===== src/rtl/mexp_pkg.sv =====
// mexp_pkg: shared types and constants of the modular exponentiation unit
// state encoding, controller commands, datapath status, register indexes
// no dependencies
package mexp_pkg;

    // configuration register indexes
    localparam logic REG_EXPONENT = 1'b0;
    localparam logic REG_MODULUS  = 1'b1;

    // controller states
    typedef enum logic [2:0] {
        ST_IDLE,
        ST_REDUCE,
        ST_STEP,
        ST_WAIT,
        ST_FINISH
    } state_t;

    // commands from controller to datapath
    typedef struct packed {
        logic load;         // item accepted: load exponent copy and accumulator
        logic start_reduce; // start message mod modulus on multiplier a
        logic take_reduce;  // reduced message becomes the running square
        logic start_step;   // start acc*square and square*square
        logic take_step;    // store square product, and acc product if the bit is set; shift exponent copy
        logic write_out;    // copy accumulator to the result register
    } dp_cmd_t;

    // status from datapath to controller
    typedef struct packed {
        logic exp_zero;     // exponent register is zero
        logic mod_small;    // modulus register below two
        logic e_zero;       // no set exponent bits left
        logic mul_a_done;
        logic mul_b_done;
    } dp_status_t;

endpackage


===== src/rtl/modular_exponentiation_unit.sv =====
// modular_exponentiation_unit: top level, right-to-left square-and-multiply
// depends on mexp_pkg, mexp_ctrl, mexp_datapath (and through it mexp_modmul)
//
// channel   | handshake              | payload
// ----------+------------------------+------------------------------------
// input     | in_valid / in_ready    | message_value
// output    | out_valid / out_ready  | result_value
// config    | cfg_write              | cfg_index, cfg_data
//
// zero exponent or modulus below two: the item goes straight to the finish step
// otherwise the message is reduced, then one square-and-multiply step per exponent
// bit up to the highest set one, then the finish step, each multiply done by the
// bit-serial modular multipliers
// one item at a time, next item taken the cycle after the result is written;
// a full output register stalls the finish step
// reset loads exponent 1 and modulus 2 and empties the output register
module modular_exponentiation_unit
    import mexp_pkg::*;
#(
    parameter int OPERAND_WIDTH = 32
) (
    input  logic                     clk,
    input  logic                     rst_n,
    input  logic                     cfg_write,
    input  logic                     cfg_index,
    input  logic [OPERAND_WIDTH-1:0] cfg_data,
    input  logic                     in_valid,
    output logic                     in_ready,
    input  logic [OPERAND_WIDTH-1:0] message_value,
    output logic                     out_valid,
    input  logic                     out_ready,
    output logic [OPERAND_WIDTH-1:0] result_value
);

    dp_cmd_t    cmd;
    dp_status_t status;

    // controller
    mexp_ctrl u_ctrl (
        .clk       (clk),
        .rst_n     (rst_n),
        .in_valid  (in_valid),
        .in_ready  (in_ready),
        .out_valid (out_valid),
        .out_ready (out_ready),
        .status    (status),
        .cmd       (cmd)
    );

    // datapath
    mexp_datapath #(
        .WIDTH(OPERAND_WIDTH)
    ) u_datapath (
        .clk           (clk),
        .rst_n         (rst_n),
        .cfg_write     (cfg_write),
        .cfg_index     (cfg_index),
        .cfg_data      (cfg_data),
        .message_value (message_value),
        .cmd           (cmd),
        .status        (status),
        .result_value  (result_value)
    );

endmodule


===== src/rtl/mexp_modmul.sv =====
// mexp_modmul: iterative interleaved modular multiplier, one bit of b per cycle
// product a*b mod m for a < m, any b; done is raised when the product is ready
// depends on nothing
module mexp_modmul #(
    parameter int WIDTH = 32
) (
    input  logic             clk,
    input  logic             rst_n,
    input  logic             start,
    input  logic [WIDTH-1:0] a,
    input  logic [WIDTH-1:0] b,
    input  logic [WIDTH-1:0] m,
    output logic             done,
    output logic [WIDTH-1:0] product
);

    localparam int CNT_W = $clog2(WIDTH);
    localparam logic [CNT_W-1:0] CNT_LAST = CNT_W'(WIDTH - 1);

    logic             busy_reg;
    logic             done_reg;
    logic [CNT_W-1:0] cnt_reg;
    logic [WIDTH-1:0] acc_reg;
    logic [WIDTH-1:0] a_reg;
    logic [WIDTH-1:0] b_reg;
    logic [WIDTH-1:0] m_reg;

    logic [WIDTH:0]   dbl;
    logic [WIDTH-1:0] dbl_red;
    logic [WIDTH:0]   sum;
    logic [WIDTH-1:0] sum_red;
    logic [WIDTH-1:0] acc_next;

    // doubling then conditional add, each followed by one conditional subtract
    always_comb
    begin
        dbl = {acc_reg, 1'b0};
        if (dbl >= {1'b0, m_reg})
            dbl_red = WIDTH'(dbl - {1'b0, m_reg});
        else
            dbl_red = dbl[WIDTH-1:0];
        sum = {1'b0, dbl_red} + {1'b0, a_reg};
        if (sum >= {1'b0, m_reg})
            sum_red = WIDTH'(sum - {1'b0, m_reg});
        else
            sum_red = sum[WIDTH-1:0];
        acc_next = b_reg[WIDTH-1] ? sum_red : dbl_red;
    end

    // control: busy flag, bit counter, done pulse
    always_ff @(posedge clk or negedge rst_n)
    begin
        if (!rst_n)
        begin
            busy_reg <= 1'b0;
            done_reg <= 1'b0;
            cnt_reg  <= '0;
        end
        else
        begin
            done_reg <= 1'b0;
            if (start)
            begin
                busy_reg <= 1'b1;
                cnt_reg  <= CNT_LAST;
            end
            else if (busy_reg)
            begin
                cnt_reg <= cnt_reg - 1'b1;
                if (cnt_reg == '0)
                begin
                    busy_reg <= 1'b0;
                    done_reg <= 1'b1;
                end
            end
        end
    end

    // operands and partial result
    always_ff @(posedge clk)
    begin
        if (start)
        begin
            acc_reg <= '0;
            a_reg   <= a;
            b_reg   <= b;
            m_reg   <= m;
        end
        else if (busy_reg)
        begin
            acc_reg <= acc_next;
            b_reg   <= {b_reg[WIDTH-2:0], 1'b0};
        end
    end

    assign done    = done_reg;
    assign product = acc_reg;

endmodule


===== src/rtl/mexp_datapath.sv =====
// mexp_datapath: configuration registers, square/accumulator registers,
// two modular multipliers and the result register
// depends on mexp_pkg and mexp_modmul
module mexp_datapath
    import mexp_pkg::*;
#(
    parameter int WIDTH = 32
) (
    input  logic             clk,
    input  logic             rst_n,
    input  logic             cfg_write,
    input  logic             cfg_index,
    input  logic [WIDTH-1:0] cfg_data,
    input  logic [WIDTH-1:0] message_value,
    input  dp_cmd_t          cmd,
    output dp_status_t       status,
    output logic [WIDTH-1:0] result_value
);

    logic [WIDTH-1:0] exp_reg;
    logic [WIDTH-1:0] mod_reg;
    logic [WIDTH-1:0] e_shift_reg;
    logic [WIDTH-1:0] sq_reg;
    logic [WIDTH-1:0] acc_reg;
    logic [WIDTH-1:0] result_reg;

    logic             mul_a_start;
    logic [WIDTH-1:0] mul_a_a;
    logic [WIDTH-1:0] mul_a_b;
    logic             mul_a_done;
    logic [WIDTH-1:0] mul_a_p;
    logic             mul_b_done;
    logic [WIDTH-1:0] mul_b_p;

    logic             exp_zero;
    logic             mod_small;

    assign exp_zero  = (exp_reg == '0);
    assign mod_small = (mod_reg[WIDTH-1:1] == '0);

    // configuration registers
    always_ff @(posedge clk or negedge rst_n)
    begin
        if (!rst_n)
        begin
            exp_reg <= WIDTH'(1);
            mod_reg <= WIDTH'(2);
        end
        else if (cfg_write)
        begin
            case (cfg_index)
                REG_EXPONENT: exp_reg <= cfg_data;
                REG_MODULUS:  mod_reg <= cfg_data;
                default:      ;
            endcase
        end
    end

    // multiplier a reduces the message first (1 * msg mod m), then does acc * square
    assign mul_a_start = cmd.start_reduce | cmd.start_step;
    assign mul_a_a     = cmd.start_reduce ? WIDTH'(1) : acc_reg;
    assign mul_a_b     = cmd.start_reduce ? message_value : sq_reg;

    mexp_modmul #(
        .WIDTH(WIDTH)
    ) u_mul_a (
        .clk     (clk),
        .rst_n   (rst_n),
        .start   (mul_a_start),
        .a       (mul_a_a),
        .b       (mul_a_b),
        .m       (mod_reg),
        .done    (mul_a_done),
        .product (mul_a_p)
    );

    // multiplier b squares the running square
    mexp_modmul #(
        .WIDTH(WIDTH)
    ) u_mul_b (
        .clk     (clk),
        .rst_n   (rst_n),
        .start   (cmd.start_step),
        .a       (sq_reg),
        .b       (sq_reg),
        .m       (mod_reg),
        .done    (mul_b_done),
        .product (mul_b_p)
    );

    // working registers
    always_ff @(posedge clk)
    begin
        if (cmd.load)
        begin
            e_shift_reg <= exp_reg;
            // zero exponent gives one, tiny modulus with a nonzero exponent gives zero
            acc_reg     <= (mod_small && !exp_zero) ? '0 : WIDTH'(1);
        end
        else if (cmd.take_step)
        begin
            if (e_shift_reg[0])
                acc_reg <= mul_a_p;
            e_shift_reg <= {1'b0, e_shift_reg[WIDTH-1:1]};
        end

        if (cmd.take_reduce)
            sq_reg <= mul_a_p;
        else if (cmd.take_step)
            sq_reg <= mul_b_p;

        if (cmd.write_out)
            result_reg <= acc_reg;
    end

    assign status.exp_zero   = exp_zero;
    assign status.mod_small  = mod_small;
    assign status.e_zero     = (e_shift_reg == '0);
    assign status.mul_a_done = mul_a_done;
    assign status.mul_b_done = mul_b_done;

    assign result_value = result_reg;

endmodule


===== src/rtl/mexp_ctrl.sv =====
// mexp_ctrl: controller state machine of the modular exponentiation unit
// sequences reduction, square-and-multiply steps and the output register
// depends on mexp_pkg
module mexp_ctrl
    import mexp_pkg::*;
(
    input  logic       clk,
    input  logic       rst_n,
    input  logic       in_valid,
    output logic       in_ready,
    output logic       out_valid,
    input  logic       out_ready,
    input  dp_status_t status,
    output dp_cmd_t    cmd
);

    state_t state_reg;
    state_t state_next;
    logic   out_valid_reg;
    logic   out_valid_next;

    // state and output valid registers
    always_ff @(posedge clk or negedge rst_n)
    begin
        if (!rst_n)
        begin
            state_reg     <= ST_IDLE;
            out_valid_reg <= 1'b0;
        end
        else
        begin
            state_reg     <= state_next;
            out_valid_reg <= out_valid_next;
        end
    end

    // next state and commands
    always_comb
    begin
        state_next = state_reg;
        cmd        = '0;
        in_ready   = 1'b0;
        case (state_reg)
            ST_IDLE:
            begin
                in_ready = 1'b1;
                if (in_valid)
                begin
                    cmd.load = 1'b1;
                    if (status.exp_zero || status.mod_small)
                        state_next = ST_FINISH;
                    else
                    begin
                        cmd.start_reduce = 1'b1;
                        state_next       = ST_REDUCE;
                    end
                end
            end
            ST_REDUCE:
            begin
                if (status.mul_a_done)
                begin
                    cmd.take_reduce = 1'b1;
                    state_next      = ST_STEP;
                end
            end
            ST_STEP:
            begin
                // stop once no set exponent bits remain
                if (status.e_zero)
                    state_next = ST_FINISH;
                else
                begin
                    cmd.start_step = 1'b1;
                    state_next     = ST_WAIT;
                end
            end
            ST_WAIT:
            begin
                if (status.mul_a_done && status.mul_b_done)
                begin
                    cmd.take_step = 1'b1;
                    state_next    = ST_STEP;
                end
            end
            ST_FINISH:
            begin
                if (!out_valid_reg || out_ready)
                begin
                    cmd.write_out = 1'b1;
                    state_next    = ST_IDLE;
                end
            end
            default:
            begin
                state_next = ST_IDLE;
            end
        endcase
    end

    // output register holds one item until taken
    always_comb
    begin
        if (cmd.write_out)
            out_valid_next = 1'b1;
        else if (out_ready)
            out_valid_next = 1'b0;
        else
            out_valid_next = out_valid_reg;
    end

    assign out_valid = out_valid_reg;

endmodule

===== config.mk =====
export PLATFORM = sky130hd
export DESIGN_NAME = modular_exponentiation_unit
export DESIGN_NICKNAME = d
export VERILOG_FILES = /design/src/rtl/mexp_pkg.sv /design/src/rtl/modular_exponentiation_unit.sv /design/src/rtl/mexp_modmul.sv /design/src/rtl/mexp_datapath.sv /design/src/rtl/mexp_ctrl.sv
export SDC_FILE = /design/constraint.sdc
export NUM_CORES = 1
export LEC_CHECK = 0
export ABC_CLOCK_PERIOD_IN_PS = 9930
export BUFFER_PORTS_ARGS = -buffer_cell sky130_fd_sc_hd__buf_2
export CAP_MARGIN = 10
export CORE_UTILIZATION = 45
export CTS_CLUSTER_SIZE = 25
export DETAILED_ROUTE_END_ITERATION = 10
export MAX_ROUTING_LAYER = met4
export PLACE_DENSITY = 0.58
export SYNTH_ARGS = -nofsm -noshare
export SYNTH_HDL_FRONTEND = slang
export SYNTH_HIERARCHICAL = 1
export SYNTH_SLANG_ARGS = --single-unit

===== constraint.sdc =====
create_clock -name clk -period 9.93 [get_ports clk]
set_input_delay 0 -clock clk [delete_from_list [all_inputs] [get_ports clk]]
set_output_delay 0 -clock clk [all_outputs]
set_load 0.05 [all_outputs]

# Word level (Yosys, flattened, before mapping)
# Index checks and enable logic that the tools add are counted.
# W data, S select, Z words.
[word_totals]
ff_bits = 466
latch_bits = 0
mem_bits_rw = 0
romBits = 0
in_bits = 70
elab_cells = 122
n_memories = 0
[classes]
n_addsub = 8
n_mul = 0
div = 0
n_lt_le_gt_ge = 4
eq_ne = 8
shifts = 0
mux = 56
bitwise = 2
n_reduce_logical = 22
[op_table]
columns = ["op", "n"]
rows = [
  ["$mux W32", 18],
  ["$ge A33 B32 Y1", 4],
  ["$sub A32 B32 Y32", 4],
  ["$add A32 B32 Y33", 2],
  ["$logic_not A32 Y1", 2],
  ["$logic_not A31 Y1", 1],
  ["$mux W1", 25],
  ["$mux W5", 4],
  ["$mux W3", 6],
  ["$pmux W3 S5", 1],
  ["$reduce_bool A2 Y1", 6],
  ["$logic_not A5 Y1", 2],
  ["$sub A5 B1 Y5 const B", 2],
  ["$eq A3 B2 Y1 const B", 2],
  ["$ne A2 B1 Y1 const B", 3],
  ["$reduce_and A2 Y1", 3],
  ["$mux W2", 2],
  ["$reduce_and A4 Y1", 1],
  ["$eq A3 B1 Y1 const B", 1],
  ["$eq A3 B3 Y1 const B", 1],
  ["$logic_not A3 Y1", 1],
  ["$logic_and A1 B1 Y1", 2],
  ["$logic_not A1 Y1", 2],
  ["$logic_or A1 B1 Y1", 2],
  ["3 further kinds", 3],
]

# Logic depth before layout (Yosys ltp)
# Gate-level depths: netlist of run 1.
[depth]
depth_word = 7
depth_mapped = 37
depth_no_buf = 32

# By module
# The synthesis of run 1 kept the hierarchy.
[by_module_without_submodules]
columns = ["module", "n_inst", "cells_per_inst", "area_per_inst_um2", "seq_area_each_um2"]
rows = [
  ["mexp_modmul at u_datapath.u_mul_a", 1, 1223, 11125.7, 3698.5],
  ["mexp_modmul at u_datapath.u_mul_b", 1, 1141, 10754.1, 3698.5],
  ["mexp_datapath", 1, 486, 8049.0, 5447.7],
  ["mexp_ctrl", 1, 37, 305.3, 100.1],
]

# Least setup slack after synthesis of run 1
# OpenSTA, ideal clock, no wires.
[synth_timing]
kind = "flip-flop to flip-flop"
startpoint = "register u_datapath.e_shift_reg[0]"
endpoint = "register u_datapath.u_mul_a.b_reg[0] (enable)"
setup_time_ns = 0.387
t_arrival_ns = 8.031
required_ns = 9.543
setup_slack_ns = 1.511
path_stages_with_launch = 11
path_buffers = 2
synth_period_minus_slack_ns = 8.419
cell_sequence = "edfxtp_1 > nor4_1 > nand4_1 > nor2_1 > nand2b_1 > nor3_1 > or2_2 > clkbuf_1 > nor2_1 > clkbuf_1 > inv_1"
[synth_lines]
columns = ["element", "line", "source"]
rows = [
  ["from (decl)", "mexp_datapath.sv:22", "logic [WIDTH-1:0] e_shift_reg;"],
  ["from (signal assigned)", "mexp_datapath.sv:96", "e_shift_reg <= exp_reg;"],
  ["from (signal assigned)", "mexp_datapath.sv:104", "e_shift_reg <= {1'b0, e_shift_reg[WIDTH-1:1]};"],
  ["to (signal assigned)", "mexp_modmul.sv:92", "b_reg <= {b_reg[WIDTH-2:0], 1'b0};"],
  ["to (decl)", "mexp_modmul.sv:25", "logic [WIDTH-1:0] b_reg;"],
]

# Worst setup path in the final report of run 1
[layout_timing]
startpoint = "register u_datapath.u_mul_a.m_reg[23]"
endpoint = "register u_datapath.u_mul_a.acc_reg[19], in the netlist u_datapath/u_mul_a/product[19]"
[layout_between]
elab_chain_len = 6
[layout_rtl]
columns = ["element", "line", "source"]
rows = [
  ["from (decl)", "mexp_modmul.sv:26", "logic [WIDTH-1:0] m_reg;"],
  ["from (signal assigned)", "mexp_modmul.sv:87", "m_reg <= m;"],
  ["$ge A33 B32 Y1 or $sub A32 B32 Y32 (tied branches)", "mexp_modmul.sv:38, mexp_modmul.sv:39", ""],
  ["$mux W32", "mexp_modmul.sv:38", "if (dbl >= {1'b0, m_reg})"],
  ["$add A32 B32 Y33", "mexp_modmul.sv:42", "sum = {1'b0, dbl_red} + {1'b0, a_reg};"],
  ["$sub A32 B32 Y32 or $ge A33 B32 Y1 (tied branches)", "mexp_modmul.sv:44, mexp_modmul.sv:43", ""],
  ["$mux W32", "mexp_modmul.sv:43", "if (sum >= {1'b0, m_reg})"],
  ["$mux W32 *", "mexp_modmul.sv:47", "acc_next = b_reg[WIDTH-1] ? sum_red : dbl_red;"],
  ["to (signal assigned)", "mexp_modmul.sv:91", "acc_reg <= acc_next;"],
  ["to (decl)", "mexp_modmul.sv:23", "logic [WIDTH-1:0] acc_reg;"],
]
# Every way passes the cells marked *; elsewhere a longest branch is shown, timed or not.
# A chain may end at the register's enable or synchronous reset.

==> metrics.txt, run 1 <==
worst path buffer plus inverter count 2; Inserted Clock Buffers 53; layout cells sized above 1 16.7%; Worst Setup End Kind register; Area contributors post-synth edfxtp_1 32%, mux2_2 9.2%, ha_1 8.1%, dfrtp_1 6.6%, dfxtp_1 4.2%; Mean Syn Cell Area 10.5 um2; GPL Wtd Cong 0.951; RSZ-0062 raised after global routing false; initial DRC count 1986; CP delay by family, top compound AO/OA/AOI/OAI gates; max-cap violations 0; # H-tree levels 2; DRC violations left 5; # port buffers 103; Layout area overhead 12.1%; total track usage 29.4%; io pins 104; clk buf depth 3; Die Y 261 um; Post-Route WL 98.4 mm; Crit-path slowest cell nor4_1; hold crit path type primary input to register; Gate Count Post-Synth 2887; Nets 3289; vias in the first global route 22900; first-pass GRT wire length 145 mm; syn nets 3159; largest net degree at the start of global routing 76; row cnt 94; synthesized area 0.0302 mm2; Reg clk slew, reported paths 0.06 ns; initial antenna violation count 7; synth warn 6; Main synth FF type edfxtp_1; Setup Viol. Count Final 0; Crit path arrival time 9.82 ns; Final Slew Violations 0; initial core utilization 45.7%; failing checks DRC; Post-CTS Setup Inserts 0; min cycle time layout 9.36 ns; Post-synth ARST share 17.6%; Die W 261 um; placed wire-length estimate 74.3 mm; most frequent cell after synthesis edfxtp_1; period utilization 94.3%; DR WL/cell 25.1 um; DIE AREA 0.0682 mm2; sequential-to-total area share from yosys stat 42.8%; clk sinks 466; synth cell count leaders 320 x edfxtp_1, 248 x mux2_2, 206 x a21oi_1; Fin. Hold Viols 0; Slew headroom 18.6%; WS Path Type register to register; required time of the critical path 10.39 ns; Max Clock Skew 0.0360 ns; maximum clock frequency 107 MHz; total gr overflow 0; Worst R2R Setup Slack 0.57 ns; CP max FO 16; Seq cells post-synth 466; core area 0.0661 mm2; Detail Route Antenna Nets 0; DR vias/cell 6.06; area share of the largest cell type after synthesis 31.8%; worst-margin pin slew 1.22 ns; DR vias 23800; CTS tree built; status finished, violations left; setup_tns 0 ns; post-synth top area cell edfxtp_1; CP startpoint kind register; count of cell types in the netlist 104; Post-synth EDFFs 320; slowest cell delay on critical path 0.90 ns; Root Buffer clkbuf_16; TritonRoute pass-1 iters 9; clk_lat worst skew 0.62 ns
cell families (layout without fill, tap and decap cells):
logic type | after synthesis | count (layout) | synth area share, %
buffers and inverters | 274 | 447 | 3.92
xor gates and xnor gates | 163 | 163 | 4.72
DFF | 466 | 466 | 42.8
and+or+nand+nor | 711 | 711 | 12.0
other | 0 | 3 | 0
AOI/OAI and AO/OA | 791 | 791 | 17.7
adders and majority gates | 202 | 202 | 8.51
muxes | 280 | 280 | 10.4
through the flow:
stage | instances | instance area, um2 | setup slack [ns] | util, % | hold WS, ns
final | 3927 | 33900 | 0.566 | 51.3 | 0.0673
after global routing | 3927 | 33900 | 0.215 | 51.3 | 0.0748
after CTS | 3924 | 33900 | 0.447 | 51.3 | 0.0324
after global placement | 3758 | 31400 | 0.755 | 47.6 | -0.175
after detailed placement | 3758 | 31400 | 0.512 | 47.6 | -0.174
after floorplan | 2887 | 30200 | 1.51 | - | -0.296
final timing paths:
| kind | endpoint | cells past startpoint | start |
|---|---|---|---|
| setup / recovery | u_datapath/u_mul_a/product[19] | 27 | u_datapath/u_mul_a/m_reg[23] |
| max in group asynchronous | u_datapath/mod_reg[0] | 3 | rst_n |
| min in group asynchronous | u_datapath/exp_reg[16] | 3 | rst_n |
| hold / removal | u_datapath/exp_reg[19] | 4 | cfg_index |
| setup reg to reg | u_datapath/u_mul_a/product[19] | 27 | u_datapath/u_mul_a/m_reg[23] |
| hold reg to reg | u_datapath/result_value[21] | 0 | u_datapath/acc_reg[21] |
tightest hold or removal path, cell delays in order:
cell and delay, ns:
buf_2 0.09, nor2b_2 0.03, buf_4 0.26, mux2_1 0.25
metal layers:
| metal | wire, um | track usage (%) | part of all wire, % | vias up |
|---|---|---|---|---|
| met5 | 0 | - | 0 | - |
| met3 | 6090 | 3.98 | 6.2 | 139 |
| li1 | - | - | - | 11200 |
| met2 | 45900 | 46.8 | 47 | 874 |
| met1 | 43700 | 39.1 | 44 | 11600 |
| met4 | 2730 | 8.40 | 2.8 | 0 |
timing repair:
| item | CTS | global route |
|---|---|---|
| hold endpoints to repair | 179 | 0 |
| hold buffers | 68 | 0 |
| setup endpoints to repair | 0 | 1 |
| resized for setup | 0 | 1 |
layout by cell type, fill, tap and decap left out, types with 10 or more instances in the layout:
master / Yosys / routed
nor2b_1: 80 / 77
mux2_2: 248 / 248
a21o_1: 84 / 84
o211a_1: 11 / 11
or3_1: 10 / 10
mux2i_1: 21 / 21
o21ai_0: 122 / 122
nand3_1: 49 / 49
dfrtp_1: 80 / 80
a31oi_1: 30 / 30
nand2_1: 192 / 192
nor3_1: 52 / 50
o21ai_1: 15 / 15
o211ai_1: 42 / 42
buf_2: 31 / 102
nor2_1: 132 / 132
nand2b_1: 25 / 25
clkbuf_1: 62 / 17
a211o_1: 21 / 21
buf_4: 12 / 27
dlygate4sd3_1: 0 / 68
nor4_1: 33 / 33
a211oi_1: 40 / 40
clkbuf_16: 0 / 54
a311oi_1: 10 / 10
ha_1: 196 / 196
o21bai_1: 28 / 28
xor2_1: 59 / 59
o21a_1: 33 / 33
a21oi_1: 206 / 206
nand4_1: 44 / 44
and3_1: 23 / 21
o31ai_1: 11 / 11
xnor2_1: 104 / 104
dfxtp_1: 64 / 64
inv_1: 151 / 150
and2_1: 21 / 20
o22ai_1: 13 / 13
edfxtp_1: 320 / 320
cell type report:
cell class | instances | area (um2)
Antenna cell | 3 | 7.51
Clock buffer | 74 | 1460
Clock inverter | 24 | 307
Fill cell | 5982 | 32200
Inverter | 152 | 571
Multi-Input combinational cell | 2147 | 16100
Sequential cell | 466 | 12900
Tap cell | 864 | 1080
Timing Repair Buffer | 197 | 1390
Power of run 1 is not shown: default switching activity piles up to over one toggle a cycle in this logic, so the estimate is an artifact.
==> inputs of run 2 (changes only) <==
- PLACE_DENSITY: 0.58 -> 0.64
==> run 2 against run 1 <==
  * The run still ends with DRC left
  * Count of clock-buffer cells in the layout decreased by 18
  * Clock skew increased by 0.0079 ns
  * Routed wire length increased by 0.27%
  * Via count increased by 0.89%
  * Sequential share of layout area decreased by 0.22 points
  * Fmax increased by 0.53%
  * Register-to-register slack improved by 0.05 ns
  * Global-route usage about the same
  * Design area increased by 0.59%
  * Hold slack got worse by 0.0031 ns
  * Flip-flop and latch count unchanged
  * Setup slack improved by 0.050 ns
==> metrics.txt, run 2 (synthesis gave the netlist of run 1 again) <==
sequential cell area 0.0129 mm2; Reg clk slew, reported paths 0.07 ns; Nets 3291; Root Buffer clkbuf_16; Post-Route WL 98.6 mm; slowest cell delay on critical path 0.78 ns; setup_tns 0 ns; GPL Wtd Cong 0.985; # port buffers 103; WS Path Type register to register; required time of the critical path 10.47 ns; DR vias/cell 6.10; most common cell after layout, fill and taps aside edfxtp_1; cells on worst reg2reg path 27; initial core utilization 45.7%; clk buf depth 3; max-cap violations 0; Setup Viol. Count Final 0; row cnt 94; Crit path top cell by count ha_1; Max Clock Skew 0.0439 ns; Crit-path slowest cell nor4b_1; hold crit path type primary input to register; CTS tree built; total gr overflow 0; # fillers 5915; initial DRC count 2088; min cycle time layout 9.31 ns; Layout area overhead 12.8%; Hold Path Depth 4; Detail Route Antenna Nets 0; Post-CTS Setup Inserts 0; failing checks DRC; RSZ-0062 raised after global routing false; io pins 104; Slew headroom 29.6%; TritonRoute pass-1 iters 9; period utilization 93.8%; Worst Setup End Kind register; CP startpoint kind register; Final Slew Violations 0; Die W 261 um; DIE AREA 0.0682 mm2; maximum clock frequency 107 MHz; Crit path arrival time 9.86 ns; DRC violations left 10; core area 0.0661 mm2; Die Y 261 um; DR vias 24000; Inserted Clock Buffers 52; total track usage 29.4%; Fin. Hold Viols 0; status finished, violations left; most frequent cells in the layout 320 x edfxtp_1, 248 x mux2_2, 206 x a21oi_1; placed wire-length estimate 74.6 mm; # H-tree levels 2; Multi-input gate area 0.0161 mm2; first-pass GRT wire length 146 mm; initial antenna violation count 6; vias in the first global route 23000; DR WL/cell 25.1 um; worst-margin pin slew 1.06 ns; clk_lat worst skew 0.65 ns; layout cells sized above 1 17.3%; largest net degree at the start of global routing 125; CP max FO 17; clk sinks 466
-- run 2: path summary, 6_finish.rpt --
path | start | end | slack (ns)
worst max register to register | u_datapath/u_mul_a/product[0] | u_datapath/u_mul_a/product[20] | 0.62
worst min-delay path | cfg_write | u_datapath/mod_reg[11] | 0.06
worst min register to register | u_datapath/acc_reg[29] | u_datapath/result_value[29] | 0.44
min in group asynchronous | rst_n | u_datapath/u_mul_b/cnt_reg[2] | 0.17
worst max-delay path | u_datapath/u_mul_a/product[0] | u_datapath/u_mul_a/product[20] | 0.62
max in group asynchronous | rst_n | u_datapath/u_mul_a/cnt_reg[4] | 9.06
-- run 2: what timing repair did --
| item | CTS | global route |
|---|---|---|
| endpoints found under the hold margin | 179 | 0 |
| setup endpoints to repair | 0 | 16 |
| hold buffers | 69 | 0 |
| gates resized for setup | 0 | 2 |
-- run 2: final cells by class --
class                           count  area share (%)
Multi-Input combinational cell   2147            47.3
Sequential cell                   466            38.0
Timing Repair Buffer              200            4.26
Clock buffer                       56            3.86
Tap cell                          864            3.17
Clock inverter                     42            1.72
Inverter                          152            1.67
Antenna cell                        4          0.0294
-- run 2: layer usage --
metal  wire length (um)  GRT usage (%)  share of wire (%)  vias up
met4               3400           9.82                3.4        0
met1              44500           39.7                 45    11800
li1                   -              -                  -    11200
met5                  0              -                  0        -
met3               5910           4.18                6.0      179
met2              44900           45.4                 45      880
-- run 2: critical path: cells and delay by family, from the launching register on --
kind                       cells  cell delay, ns
AOI/OAI and AO/OA             16            4.52
and+or+nand+nor                5            2.50
adders and majority gates      3            0.90
DFF                            1            0.62
muxes                          1            0.35
xor gates and xnor gates       1            0.25
buffers and inverters          1            0.08
-- run 2: per-stage QoR --
step	cell area [um2]	utilization (%)	hold slack (ns)	worst slack (ns)	cells
6_report	34100	51.6	0.0642	0.615	3931
5_1_grt	34100	51.6	0.0760	0.212	3930
4_1_cts	34100	51.5	0.0217	0.328	3926
3_5_place_dp	31500	47.6	-0.194	0.378	3759
3_3_place_gp	31500	47.6	-0.196	0.303	3759
2_1_floorplan	30200	-	-0.296	1.51	2887
Power of run 2 is left out for the same reason.
